`src/design/aer_event_word_decoder_unit_defines.svh`:
```
// assertion macros for the aer event word decoder
// used by the top level; expects clk and arst_n in scope at the point of use
`ifndef AER_EVENT_WORD_DECODER_UNIT_DEFINES_SVH
`define AER_EVENT_WORD_DECODER_UNIT_DEFINES_SVH

`ifndef SYNTHESIS
`define AER_ASSERT_NOW(label, ante, cons, msg) \
	label: assert property (@(posedge clk) disable iff (!arst_n) (ante) |-> (cons)) \
		else $error(msg);
`define AER_ASSERT_NEXT(label, ante, cons, msg) \
	label: assert property (@(posedge clk) disable iff (!arst_n) (ante) |=> (cons)) \
		else $error(msg);
`else
`define AER_ASSERT_NOW(label, ante, cons, msg)
`define AER_ASSERT_NEXT(label, ante, cons, msg)
`endif

`endif

```
`src/design/aer_pkg.sv`:
```
// types and constants for the aer event word decoder
// no dependencies; used by aer_classify and aer_event_word_decoder_unit
`timescale 1ns / 1ps

package aer_pkg;

	localparam int unsigned DATA_W  = 16;
	localparam int unsigned STAMP_W = 16;
	localparam int unsigned TIME_W  = 32;
	localparam int unsigned COORD_W = 6;

	localparam logic [DATA_W-1:0]  OVF_CODE    = 16'hFFFF;
	localparam logic [DATA_W-1:0]  PULSE_DOWN  = 16'h1000;
	localparam logic [DATA_W-1:0]  PULSE_UP    = 16'h1001;
	localparam logic [COORD_W-1:0] PULSE_COORD = 6'd35;
	localparam logic [TIME_W-1:0]  OVF_STEP    = 32'h0001_0000;
	localparam logic [TIME_W-1:0]  COUNT_ONE   = 32'd1;

	typedef enum logic [1:0] {
		KIND_OVERFLOW = 2'd0,
		KIND_PULSE    = 2'd1,
		KIND_ADDRESS  = 2'd2
	} kind_t;

	typedef struct packed {
		logic [TIME_W-1:0] time_base;
		logic [TIME_W-1:0] event_count;
		logic [TIME_W-1:0] overflow_count;
	} state_t;

	typedef struct packed {
		kind_t              kind;
		logic [TIME_W-1:0]  event_time;
		logic [COORD_W-1:0] x_coord;
		logic [COORD_W-1:0] y_coord;
		logic               polarity;
		logic               invalid;
		logic [TIME_W-1:0]  event_total;
		logic [TIME_W-1:0]  overflow_total;
	} result_t;

endpackage

```
`src/design/aer_classify.sv`:
```
// decode of one event word against the running time base and counters
// depends on aer_pkg
`timescale 1ns / 1ps

module aer_classify (
	input  logic [aer_pkg::DATA_W-1:0]  event_data,
	input  logic [aer_pkg::STAMP_W-1:0] event_stamp,
	input  aer_pkg::state_t             cur,
	output aer_pkg::state_t             nxt,
	output aer_pkg::result_t            res
);
	import aer_pkg::*;

	logic is_ovf;
	logic is_pulse;

	assign is_ovf   = (event_data == OVF_CODE) && (event_stamp == OVF_CODE);
	assign is_pulse = (event_data == PULSE_DOWN) || (event_data == PULSE_UP);

	always_comb begin
		nxt = cur;
		res = '0;
		priority if (is_ovf) begin
			nxt.time_base      = cur.time_base + OVF_STEP;
			nxt.overflow_count = cur.overflow_count + COUNT_ONE;
			res.kind           = KIND_OVERFLOW;
			res.event_time     = nxt.time_base;
		end else if (is_pulse) begin
			nxt.event_count = cur.event_count + COUNT_ONE;
			res.kind        = KIND_PULSE;
			res.event_time  = cur.time_base + {{(TIME_W-STAMP_W){1'b0}}, event_stamp};
			res.x_coord     = PULSE_COORD;
			res.y_coord     = PULSE_COORD;
			res.polarity    = (event_data == PULSE_UP);
		end else begin
			nxt.event_count = cur.event_count + COUNT_ONE;
			res.kind        = KIND_ADDRESS;
			res.event_time  = cur.time_base + {{(TIME_W-STAMP_W){1'b0}}, event_stamp};
			res.x_coord     = {1'b0, event_data[4:0]};
			res.y_coord     = {1'b0, event_data[10:6]};
			res.polarity    = event_data[5];
			res.invalid     = event_data[5] ^ event_data[11];
		end
		res.event_total    = nxt.event_count;
		res.overflow_total = nxt.overflow_count;
	end

endmodule

```
`src/design/aer_event_word_decoder_unit.sv`:
```
// top level of the aer event word decoder: input register, decode, result register
// depends on aer_pkg, aer_classify and aer_event_word_decoder_unit_defines.svh
`timescale 1ns / 1ps
`include "aer_event_word_decoder_unit_defines.svh"

// Decodes one 32-bit sensor event word per transaction (data half and timestamp half)
// into a kind, an absolute 32-bit time, x/y/polarity and running event and overflow
// totals. Throughput is one word per clock while results are taken. A word accepted
// into the input register is decoded combinationally and loaded into the result
// register, which drives result_valid. When both registers are full and result_stall
// is high, event_stall follows it in the same cycle. The time base and counters
// update when a word moves into the result register, so they always match the
// delivered order. A word with both halves 0xFFFF advances the time base by 65536.
// The valid flags, time base and counters reset to zero on arst_n; data registers do not.
module aer_event_word_decoder_unit (
	input  logic                        clk,
	input  logic                        arst_n,
	input  logic                        event_valid,
	output logic                        event_stall,
	input  logic [aer_pkg::DATA_W-1:0]  event_data,
	input  logic [aer_pkg::STAMP_W-1:0] event_stamp,
	output logic                        result_valid,
	input  logic                        result_stall,
	output aer_pkg::kind_t              kind,
	output logic [aer_pkg::TIME_W-1:0]  event_time,
	output logic [aer_pkg::COORD_W-1:0] x_coord,
	output logic [aer_pkg::COORD_W-1:0] y_coord,
	output logic                        polarity,
	output logic                        invalid,
	output logic [aer_pkg::TIME_W-1:0]  event_total,
	output logic [aer_pkg::TIME_W-1:0]  overflow_total
);
	import aer_pkg::*;

	logic                 valid_s1;
	logic [DATA_W-1:0]    data_s1;
	logic [STAMP_W-1:0]   stamp_s1;
	logic                 out_blocked;
	logic                 advance;
	state_t               state_q;
	state_t               state_nxt;
	result_t              res_d;
	result_t              res_q;
	logic                 valid_q;

	assign out_blocked = valid_q && result_stall;
	assign advance     = valid_s1 && !out_blocked;
	assign event_stall = valid_s1 && out_blocked;

	// input register
	always_ff @(posedge clk or negedge arst_n) begin
		if (!arst_n) begin
			valid_s1 <= 1'b0;
		end else if (!event_stall) begin
			valid_s1 <= event_valid;
		end
	end

	always_ff @(posedge clk) begin
		if (event_valid && !event_stall) begin
			data_s1  <= event_data;
			stamp_s1 <= event_stamp;
		end
	end

	aer_classify u_classify (
		.event_data  (data_s1),
		.event_stamp (stamp_s1),
		.cur         (state_q),
		.nxt         (state_nxt),
		.res         (res_d)
	);

	// time base and counters commit with the result register load
	always_ff @(posedge clk or negedge arst_n) begin
		if (!arst_n) begin
			state_q <= '0;
			valid_q <= 1'b0;
		end else begin
			if (advance) begin
				state_q <= state_nxt;
			end
			if (advance) begin
				valid_q <= 1'b1;
			end else if (!result_stall) begin
				valid_q <= 1'b0;
			end
		end
	end

	always_ff @(posedge clk) begin
		if (advance) begin
			res_q <= res_d;
		end
	end

	assign result_valid   = valid_q;
	assign kind           = res_q.kind;
	assign event_time     = res_q.event_time;
	assign x_coord        = res_q.x_coord;
	assign y_coord        = res_q.y_coord;
	assign polarity       = res_q.polarity;
	assign invalid        = res_q.invalid;
	assign event_total    = res_q.event_total;
	assign overflow_total = res_q.overflow_total;

	`AER_ASSERT_NOW(a_stall_needs_word, event_stall, valid_s1 && valid_q, "stall without held word")
	`AER_ASSERT_NOW(a_ovf_fields_zero, result_valid && (kind == KIND_OVERFLOW), (x_coord == '0) && (y_coord == '0) && !polarity && !invalid, "overflow result carries address fields")
	`AER_ASSERT_NOW(a_pulse_coords, result_valid && (kind == KIND_PULSE), (x_coord == PULSE_COORD) && (y_coord == PULSE_COORD) && !invalid, "test pulse coordinates wrong")
	`AER_ASSERT_NEXT(a_totals_step, result_valid && !result_stall, !result_valid || (TIME_W'(event_total + overflow_total) == TIME_W'($past(event_total) + $past(overflow_total) + COUNT_ONE)), "totals did not advance by one")

endmodule
```
`config.mk`:
```
export PLATFORM = sky130hd
export DESIGN_NAME = aer_event_word_decoder_unit
export DESIGN_NICKNAME = d
export VERILOG_FILES = /design/src/design/aer_pkg.sv /design/src/design/aer_classify.sv /design/src/design/aer_event_word_decoder_unit.sv
export VERILOG_INCLUDE_DIRS = /design/src /design/src/design
export SDC_FILE = /design/constraint.sdc
export NUM_CORES = 1
export LEC_CHECK = 0
export BUFFER_PORTS_ARGS = -buffer_cell sky130_fd_sc_hd__buf_2
export CORE_ASPECT_RATIO = 0.5
export CORE_MARGIN = 2
export CORE_UTILIZATION = 60
export DETAILED_ROUTE_END_ITERATION = 12
export GPL_ROUTABILITY_DRIVEN = 0
export MAX_ROUTING_LAYER = met4
export PLACE_DENSITY = 0.84
export SLEW_MARGIN = 20
export SYNTH_ARGS = -nofsm -noshare
export SYNTH_HDL_FRONTEND = slang
export SYNTH_SLANG_ARGS = --single-unit
```
`constraint.sdc`:
```
create_clock -name clk -period 5.6 [get_ports clk]
set_clock_uncertainty 0.1 [all_clocks]
set_input_delay 0.28 -clock clk [delete_from_list [all_inputs] [get_ports clk]]
set_output_delay 0.28 -clock clk [all_outputs]
set_load 0.02 [all_outputs]
```
==> flow_summary.yaml, run 1 <==
floorplan:
  initial_core_util_pct: 62.2
  coreArea_mm2: 0.0157
  die_x_um: 184
  fp-row-count: 32
  io_pins: 150
  die_h_um: 94.1
  dieArea_mm2: 0.0173
routing:
  num_vias: 6398
  drt-total-wl_um: 20700
  ant_nets: 0
  avgViaCountPerCell: 5.54
  drtPass1Iterations: 5
  drt_iter0_markers: 542
  wire_per_inst_um: 18.0
  drt_drc_violations_left: 0
timing:
  hold_violations: 0
  relSlewSlack_pct: 33.9
  setup_viol: 0
  min_period_ns: 3.07
  tns_ns: 0
  fmax_mhz: 325
  slew_violations: 0
  tightest_slew_ns: 0.991
  finalCritPeriodShare_pct: 54.9
  rsz0062_at_grt: "no"
yosys:
  synth_area_leader_cell: "edfxtp_1"
  mappedNetlistArea_mm2: 0.00974
  ys_ff_latch: 224
  ys.flop_type: "edfxtp_1"
  async_flop_share_pct: 36.6
  synth_cell_types: 39
  yosys_warnings: 0
  syn-instance-count: 745
  synth_edf_count: 142
  yosysSeqAreaShare_pct: 64.8
  synth_area_leaders: "edfxtp_1 44%, dfrtp_1 21%, xnor2_1 8.7%"
  syn-num-nets: 784
  netlist.area_leader.share_pct: 43.8
  syn_area_per_cell_um2: 13.1
layout:
  drive_gt1_share_pct: 22.4
  area_delta_synth_final_pct: 20.4
  antenna_cells: 0
  final_net_count: 958
  final-instance-count-excl-fill: 1154
setup_path:
  cp_slowest_cell: "nand2_2"
  path_cells: "nand4_1 > nor4_4 > nand2_2 > or3_1 > xnor2_1"
  required_ns: 5.75
  path_class: "reg -> reg"
  start_kind: "flop"
  cpPeakStageDelay_ns: 0.75
  cp_top_family: "simple AND/OR/NAND/NOR gates"
  critPathArrivalTime_ns: 3.22
  end_kind: "flop"
  crit_fanout: 53
  critPathBufInv: 0
clock_network:
  clk_latency_ns: 0.50
  cts_buffer_depth: 3
  cts_root_buf: "clkbuf_16"
  cts_made_buffers: 20
  cts_num_sinks: 224
  clk_pin_slew_ns: 0.07
  htree_num_levels: 1
  cts_tree: "built"
global_routing:
  grt_max_degree: 83
  grt_pass1_wl_um: 33500
  grt_usage_pct: 25.9
  antenna_found_initial: 0
  grt_pass1_vias: 6445
  gr-total-overflow: 0
power_and_ir_drop:
  max-vdd-ir-drop_mv: 0.291
  leakage_nw: 4.97
  powerDensity_mw_per_mm2: 332
flow_run:
  maxCapViolCount: 0
worst_hold_path:
  worstHoldPathType: "in -> async"
place:
  numPortBuffers: 149
  place_hpwl_um: 12700
  dp.cells: 1082
run_status:
  outcome: "completed"
path summary, 6_finish.rpt:
path | start | end | slack, ns | depth (start not counted)
setup / recovery | stamp_s1[13]$_DFFE_PP_ | event_time[30]$_DFFE_PP_ | 2.53 | 5
hold / removal | arst_n | state_q[58]$_DFFE_PN0P_ | 0.30 | 2
setup reg to reg | stamp_s1[13]$_DFFE_PP_ | event_time[30]$_DFFE_PP_ | 2.53 | 5
hold reg to reg | state_q[31]$_DFFE_PN0P_ | state_q[31]$_DFFE_PN0P_ | 0.39 | 1
max in group asynchronous | arst_n | state_q[27]$_DFFE_PN0P_ | 4.54 | 2
min in group clk | state_q[31]$_DFFE_PN0P_ | state_q[31]$_DFFE_PN0P_ | 0.39 | 1
sequential cells by signal (all words and copies together) (netlist names):
signal / count
x_coord: 5
stamp_s1: 16
data_s1: 16
y_coord: 5
event_time: 32
kind: 2
polarity: 1
valid_s1: 1
result_valid: 1
invalid: 1
state_q: 80
event_total: 32
overflow_total: 32
cell usage after synthesis (2+ instances only):
library cell / count
edfxtp_1: 142
xnor2_1: 97
nand2_1: 85
dfrtp_1: 82
xor2_1: 58
nand4_1: 47
nand3_1: 33
nor2_1: 31
nor3_1: 27
and3_1: 22
and2_1: 21
nor4_1: 15
clkbuf_1: 13
buf_2: 9
and4_1: 8
buf_4: 8
inv_1: 6
buf_6: 3
clkbuf_2: 3
ha_1: 3
nand3_2: 3
nand4_2: 3
nor4_2: 3
nor4_4: 3
a21oi_1: 2
nand2_2: 2
nand2b_1: 2
nor4b_1: 2
or3_1: 2
placed cells by master, fill, tap and decap left out, types with 6 or more instances in the layout:
cell type,instances
nand2_1,85
and3_1,22
xnor2_1,97
clkbuf_16,21
edfxtp_1,142
nor3_1,27
and2_1,21
dfrtp_1,82
nor4_1,15
nand4_1,47
dlygate4sd3_1,36
xor2_1,58
nor2_1,31
and4_1,8
nand3_1,33
bufinv_16,6
buf_2,148
layout make-up:
class                   count  area [µm²]
clock buffers              23         553
clock inverters            13         224
fillers                   987        3920
inverters                   6        25.0
multi-input cells         478        3200
flip-flops and latches    224        6320
well taps                 221         277
repair buffers            189        1140
layer usage:
layer | routed length [µm] | up-vias | track usage, %
li1 | - | 2994 | -
met1 | 8820 | 3149 | 33.6
met2 | 10400 | 217 | 43.9
met3 | 1170 | 38 | 3.91
met4 | 408 | 0 | 6.20
met5 | 0 | - | -
report_power, final:
part | internal [mW] | switching (mW) | leakage (nW) | total [mW]
combinational | 0.126 | 0.220 | 2.08 | 0.346
sequential | 1.89 | 0.0720 | 2.51 | 1.96
clock | 0.989 | 0.607 | 0.380 | 1.60
logic make-up after synthesis:
group	synth area share, %
compound gates	0.385
xor+xnor	13.9
buf+inv	2.35
fa+ha+maj	0.385
mux	0.116
simple gates	18.0
flops	64.8
worst register-to-register path, stage by stage, from the launching register on:
cell and delay, ns:
edfxtp_1 0.37, nand4_1 0.19, nor4_4 0.68, nand2_2 0.75, or3_1 0.61, xnor2_1 0.13
through the flow:
stage / power (mW) / worst slack, ns / hold WS [ns] / area [µm²] / utilization, %
6_report: 3.90 / 2.53 / 0.298 / 11700 / 75.0
5_1_grt: 4.02 / 2.32 / 0.373 / 11700 / 75.0
4_1_cts: 3.91 / 2.53 / 0.385 / 11700 / 74.9
3_5_place_dp: 2.31 / 2.54 / 0.358 / 10600 / 67.7
3_3_place_gp: 2.30 / 2.65 / 0.357 / 10600 / 67.7
2_1_floorplan: 2.19 / 1.65 / -0.116 / 9740 / -
timing repair:
action | in CTS | in global routing
buffers inserted | 0 | 0
endpoints found under the hold margin | 116 | 0
setup endpoints to repair | 0 | 0
hold buffers | 36 | 0
resized for setup | 0 | 0
Power figures use the tool's default switching activity.
==> run 2, diff against run 1 <==
--- a/config.mk
+++ b/config.mk
@@ -9,11 +9,11 @@
 export BUFFER_PORTS_ARGS = -buffer_cell sky130_fd_sc_hd__buf_2
 export CORE_ASPECT_RATIO = 0.5
 export CORE_MARGIN = 2
-export CORE_UTILIZATION = 60
+export CORE_UTILIZATION = 51
 export DETAILED_ROUTE_END_ITERATION = 12
 export GPL_ROUTABILITY_DRIVEN = 0
 export MAX_ROUTING_LAYER = met4
-export PLACE_DENSITY = 0.84
+export PLACE_DENSITY = 0.76
 export SLEW_MARGIN = 20
 export SYNTH_ARGS = -nofsm -noshare
 export SYNTH_HDL_FRONTEND = slang
==> constraint.sdc (replaced) <==
create_clock -name clk -period 2.7 [get_ports clk]
set_clock_uncertainty 0.1 [all_clocks]
set_input_delay 0.135 -clock clk [delete_from_list [all_inputs] [get_ports clk]]
set_output_delay 0.135 -clock clk [all_outputs]
set_load 0.02 [all_outputs]
==> flow_summary.yaml, run 2 (same netlist as run 1, synthesis figures left out) <==
setup_path:
  path_class: "reg -> reg"
  end_kind: "flop"
  critPathArrivalTime_ns: 2.59
  start_kind: "flop"
  required_ns: 2.84
  crit_fanout: 9
clock_network:
  cts_made_buffers: 21
  cts_root_buf: "clkbuf_16"
  cts_buffer_depth: 3
  cts_tree: "built"
  htree_num_levels: 1
  clk_pin_slew_ns: 0.06
  clk_latency_ns: 0.50
  cts_num_sinks: 224
worst_hold_path:
  worstHoldPathType: "in -> async"
place:
  numPortBuffers: 149
  place_hpwl_um: 13100
  postPlaceCellArea_mm2: 0.0108
  dp.cells: 1133
  place_ws_ns: 0.191
flow_run:
  maxCapViolCount: 0
timing:
  holdWs_ns: 0.158
  min_period_ns: 2.45
  hold_violations: 0
  setup_ws_ns: 0.247
  finalCritPeriodShare_pct: 90.8
  relSlewSlack_pct: 39.7
  rsz0062_at_grt: "no"
  slew_violations: 0
  setup_viol: 0
  tightest_slew_ns: 0.905
  fmax_mhz: 408
layout:
  final_net_count: 973
  final_area_mm2: 0.0119
  final-instance-count-excl-fill: 1207
  top_register: "state_q"
  antenna_cells: 0
  mostFrequentLayoutCell: "buf_2"
  drive_gt1_share_pct: 23.7
  final_cell_mix: "148 x buf_2, 142 x edfxtp_1, 97 x xnor2_1"
  nFillCells: 1441
  area_delta_synth_final_pct: 21.7
  largest_reg_flops: 80
floorplan:
  coreArea_mm2: 0.0186
  initial_core_util_pct: 52.5
  die_x_um: 199
  io_pins: 150
  dieArea_mm2: 0.0203
  fp-row-count: 35
  die_h_um: 102
routing:
  drt_iter0_markers: 437
  wire_per_inst_um: 16.2
  ant_nets: 0
  drt-total-wl_um: 19500
  num_vias: 6254
  avgViaCountPerCell: 5.18
  drtPass1Iterations: 5
  drt_drc_violations_left: 0
global_routing:
  grt_max_degree: 55
  grt_pass1_wl_um: 31000
  gr-total-overflow: 0
  grt_usage_pct: 20.3
  antenna_found_initial: 0
  grt_pass1_vias: 6150
power_and_ir_drop:
  leakage_nw: 5.01
  max-vdd-ir-drop_mv: 0.528
  powerDensity_mw_per_mm2: 653
  power.total_mw: 7.75
run_status:
  outcome: "completed"
==> run 2: cell types whose count changed in the layout (fill, tap and decap cells not counted), moves of 3 or more <==
cell,change
buf_12,+4
clkbuf_1,+4
clkinv_1,+3
nor2_2,+3
buf_4,+11
nor2_1,-3
bufinv_16,-3
==> run 2: final cells by class <==
| type | count | area, µm² | area share (%) |
|---|---|---|---|
| clock buffers | 26 | 554 | 4.67 |
| clock inverters | 11 | 125 | 1.05 |
| inverters | 6 | 26.3 | 0.222 |
| multi-input cells | 478 | 3220 | 27.2 |
| flip-flops and latches | 224 | 6320 | 53.3 |
| well taps | 259 | 324 | 2.73 |
| repair buffers | 203 | 1290 | 10.9 |
==> run 2: stage by stage <==
| step | util, % | TNS [ns] |
|---|---|---|
| 6_report | 63.9 | 0 |
| 5_1_grt | 63.9 | 0 |
| 4_1_cts | 63.8 | 0 |
| 3_5_place_dp | 58.2 | 0 |
| 3_3_place_gp | 58.2 | 0 |
| 2_1_floorplan | - | -16.18 |
==> run 2: critical path: stages, from the launching register on <==
cell and delay [ns]:
edfxtp_1 0.42, nand4_2 0.13, nor4_4 0.59, buf_4 0.24, nand4_4 0.16, or3_1 0.42, xnor2_1 0.14
==> run 2: metal layers <==
layer | share of wire [%] | global-route usage (%) | wire length, µm
met3 | 5.7 | 3.43 | 1110
met2 | 47 | 32.0 | 9250
met4 | 1.9 | 5.01 | 380
met5 | 0 | - | 0
met1 | 45 | 27.7 | 8760
==> run 2: final timing paths <==
path                                    startpoint                           end  slack, ns  cells past startpoint
hold reg to reg            state_q[31]$_DFFE_PN0P_       state_q[31]$_DFFE_PN0P_       0.39                      1
setup / recovery             data_s1[11]$_DFFE_PP_  overflow_total[31]$_DFFE_PP_       0.25                      6
setup reg to reg             data_s1[11]$_DFFE_PP_  overflow_total[31]$_DFFE_PP_       0.25                      6
max in group asynchronous                   arst_n        state_q[5]$_DFFE_PN0P_       1.73                      3
min in group clk                    event_stamp[1]         stamp_s1[1]$_DFFE_PP_       0.24                      2
hold / removal                              arst_n       state_q[33]$_DFFE_PN0P_       0.16                      2
==> run 2: power by group <==
| group | switching, mW | internal [mW] |
|---|---|---|
| clock network | 1.23 | 1.74 |
| registers | 0.141 | 3.91 |
| logic | 0.449 | 0.275 |
==> run 2: what timing repair did <==
item,4_1_cts,5_1_grt
endpoints found under the setup margin,0,2
gates resized for setup,0,0
hold endpoints to repair,87,0
setup buffers,0,1
hold buffers,36,0
==> run 3, diff against run 2 <==
--- a/config.mk
+++ b/config.mk
@@ -6,10 +6,11 @@
 export SDC_FILE = /design/constraint.sdc
 export NUM_CORES = 1
 export LEC_CHECK = 0
+export ABC_AREA = 1
 export BUFFER_PORTS_ARGS = -buffer_cell sky130_fd_sc_hd__buf_2
 export CORE_ASPECT_RATIO = 0.5
 export CORE_MARGIN = 2
-export CORE_UTILIZATION = 51
+export CORE_UTILIZATION = 52
 export DETAILED_ROUTE_END_ITERATION = 12
 export GPL_ROUTABILITY_DRIVEN = 0
 export MAX_ROUTING_LAYER = met4
==> flow_summary.yaml, run 3 <==
run_status:
  outcome: "completed"
routing:
  drt_drc_violations_left: 0
  drt_iter0_markers: 757
  drt-total-wl_um: 25400
  avgViaCountPerCell: 5.20
  num_vias: 8792
  drtPass1Iterations: 7
  ant_nets: 0
  wire_per_inst_um: 15.0
timing:
  fmax_mhz: 431
  finalCritPeriodShare_pct: 86.0
  hold_violations: 0
  tns_ns: 0
  rsz0062_at_grt: "no"
  min_period_ns: 2.32
  setup_viol: 0
  tightest_slew_ns: 0.663
  setup_ws_ns: 0.377
  slew_violations: 0
  relSlewSlack_pct: 55.8
global_routing:
  grt_pass1_vias: 8613
  grt_max_degree: 65
  grt_pass1_wl_um: 42300
  grt_usage_pct: 24.9
  gr-total-overflow: 0
  antenna_found_initial: 0
setup_path:
  r2r-start: "stamp_s1[9]$_DFFE_PP_"
  r2r_cells: 8
  path_class: "reg -> reg"
  crit_fanout: 17
  start_kind: "flop"
  critPathArrivalTime_ns: 2.48
  end_kind: "flop"
  reg2reg_to: "event_total[29]$_DFFE_PP_"
  required_ns: 2.86
  r2r_slack_ns: 0.38
clock_network:
  cts_num_sinks: 224
  cts_buffer_depth: 3
  cts_hold_buf: 37
  clk_latency_ns: 0.50
  cts-resized-gates: 0
  cts_made_buffers: 21
  cts_setup_buffers: 0
  cts_tree: "built"
  cts_root_buf: "clkbuf_16"
  clk_pin_slew_ns: 0.07
  htree_num_levels: 1
yosys:
  synth_area_leaders: "edfxtp_1 40%, dfrtp_1 19%, nand2_1 17%"
  ys.flop_type: "edfxtp_1"
  netlist.area_leader.share_pct: 39.9
  synth_edf_count: 142
  syn_area_per_cell_um2: 8.74
  synth_area_leader_cell: "edfxtp_1"
  yosys_warnings: 0
  yosysMostFrequentCell: "nand2_1"
  async_flop_share_pct: 36.6
  yosysSeqAreaShare_pct: 59.2
  synth_common_cells: "474 x nand2_1, 142 x edfxtp_1, 128 x nor2_1"
  ys_ff_latch: 224
  syn-num-nets: 1260
  synth_cell_types: 33
  syn-instance-count: 1221
  mappedNetlistArea_mm2: 0.0107
power_and_ir_drop:
  power.total_mw: 8.61
  max-vdd-ir-drop_mv: 0.523
  powerDensity_mw_per_mm2: 674
  leakage_nw: 5.56
layout:
  final_net_count: 1451
  drive_gt1_share_pct: 14.9
  final-instance-count-excl-fill: 1692
  mostFrequentLayoutCell: "nand2_1"
  largest_reg_flops: 80
  top_register: "state_q"
  antenna_cells: 0
  final_cell_mix: "474 x nand2_1, 148 x buf_2, 142 x edfxtp_1"
  area_delta_synth_final_pct: 19.7
place:
  place_ws_ns: 0.415
  numPortBuffers: 149
  dp.cells: 1618
  place_hpwl_um: 17200
worst_hold_path:
  worstHoldPathType: "in -> async"
floorplan:
  initial_core_util_pct: 54.0
  fp-row-count: 36
  coreArea_mm2: 0.0198
  dieArea_mm2: 0.0218
  io_pins: 150
  die_h_um: 105
  die_x_um: 207
flow_run:
  maxCapViolCount: 0
[run 3: metal layers]
layer | up-vias | track usage (%) | share of wire, %
li1 | 4279 | - | -
met1 | 4172 | 32.9 | 43
met2 | 273 | 40.2 | 48
met3 | 68 | 3.53 | 5.6
met4 | 0 | 8.11 | 3.3
met5 | - | - | 0
[run 3: cell families after synthesis]
family | Yosys count | synth area share [%]
XOR/XNOR | 33 | 2.71
AND/OR/NAND/NOR | 726 | 27.8
flip-flops | 224 | 59.2
AO/OA/AOI/OAI | 74 | 3.68
buffers and inverters | 161 | 6.28
adder cells (fa/ha/maj) | 3 | 0.352
[run 3: worst max path at each step]
stage | start | endpoint
after floorplan | result_valid$_DFFE_PN0P_ | event_time[0]$_SDFFCE_PP0P_
after global placement | stamp_s1[9]$_DFFE_PP_ | event_total[29]$_DFFE_PP_
after detailed placement | stamp_s1[9]$_DFFE_PP_ | event_total[29]$_DFFE_PP_
after CTS | stamp_s1[9]$_DFFE_PP_ | event_total[29]$_DFFE_PP_
after global routing | stamp_s1[11]$_DFFE_PP_ | event_total[29]$_DFFE_PP_
final | stamp_s1[9]$_DFFE_PP_ | event_total[29]$_DFFE_PP_
[run 3: power by group]
group          switching, mW  internal (mW)  total [mW]  leakage (nW)
registers              0.271           4.13        4.40          2.40
clock network           1.25           1.57        2.83         0.303
logic                  0.922          0.459        1.38          2.86
total                   2.45           6.16        8.61          5.56
[run 3: worst max-delay path, cell delays in order (launching register included)]
cell and delay [ns]:
edfxtp_1 0.34, nand2_1 0.05, nor2_1 0.19, nand2_1 0.08, nor2_1 0.50, nand2_2 0.41, nand3_1 0.18, nand2_1 0.08
and2_1 0.14
[run 3: area by class of cell]
cell class	count	area [µm²]
fillers	1572	7000
clock inverters	5	51.3
well taps	266	333
repair buffers	202	1330
clock buffers	32	577
inverters	127	483
multi-input cells	836	3690
flip-flops and latches	224	6320
[run 3: per-stage QoR]
step                      utilization [%]  cell area [µm²]  hold WS [ns]
after floorplan                         -            10700        -0.261
after global placement               59.6            11800        0.0906
after detailed placement             59.6            11800        0.0954
after CTS                            64.6            12800         0.108
after global routing                 64.6            12800         0.184
final                                64.6            12800         0.103
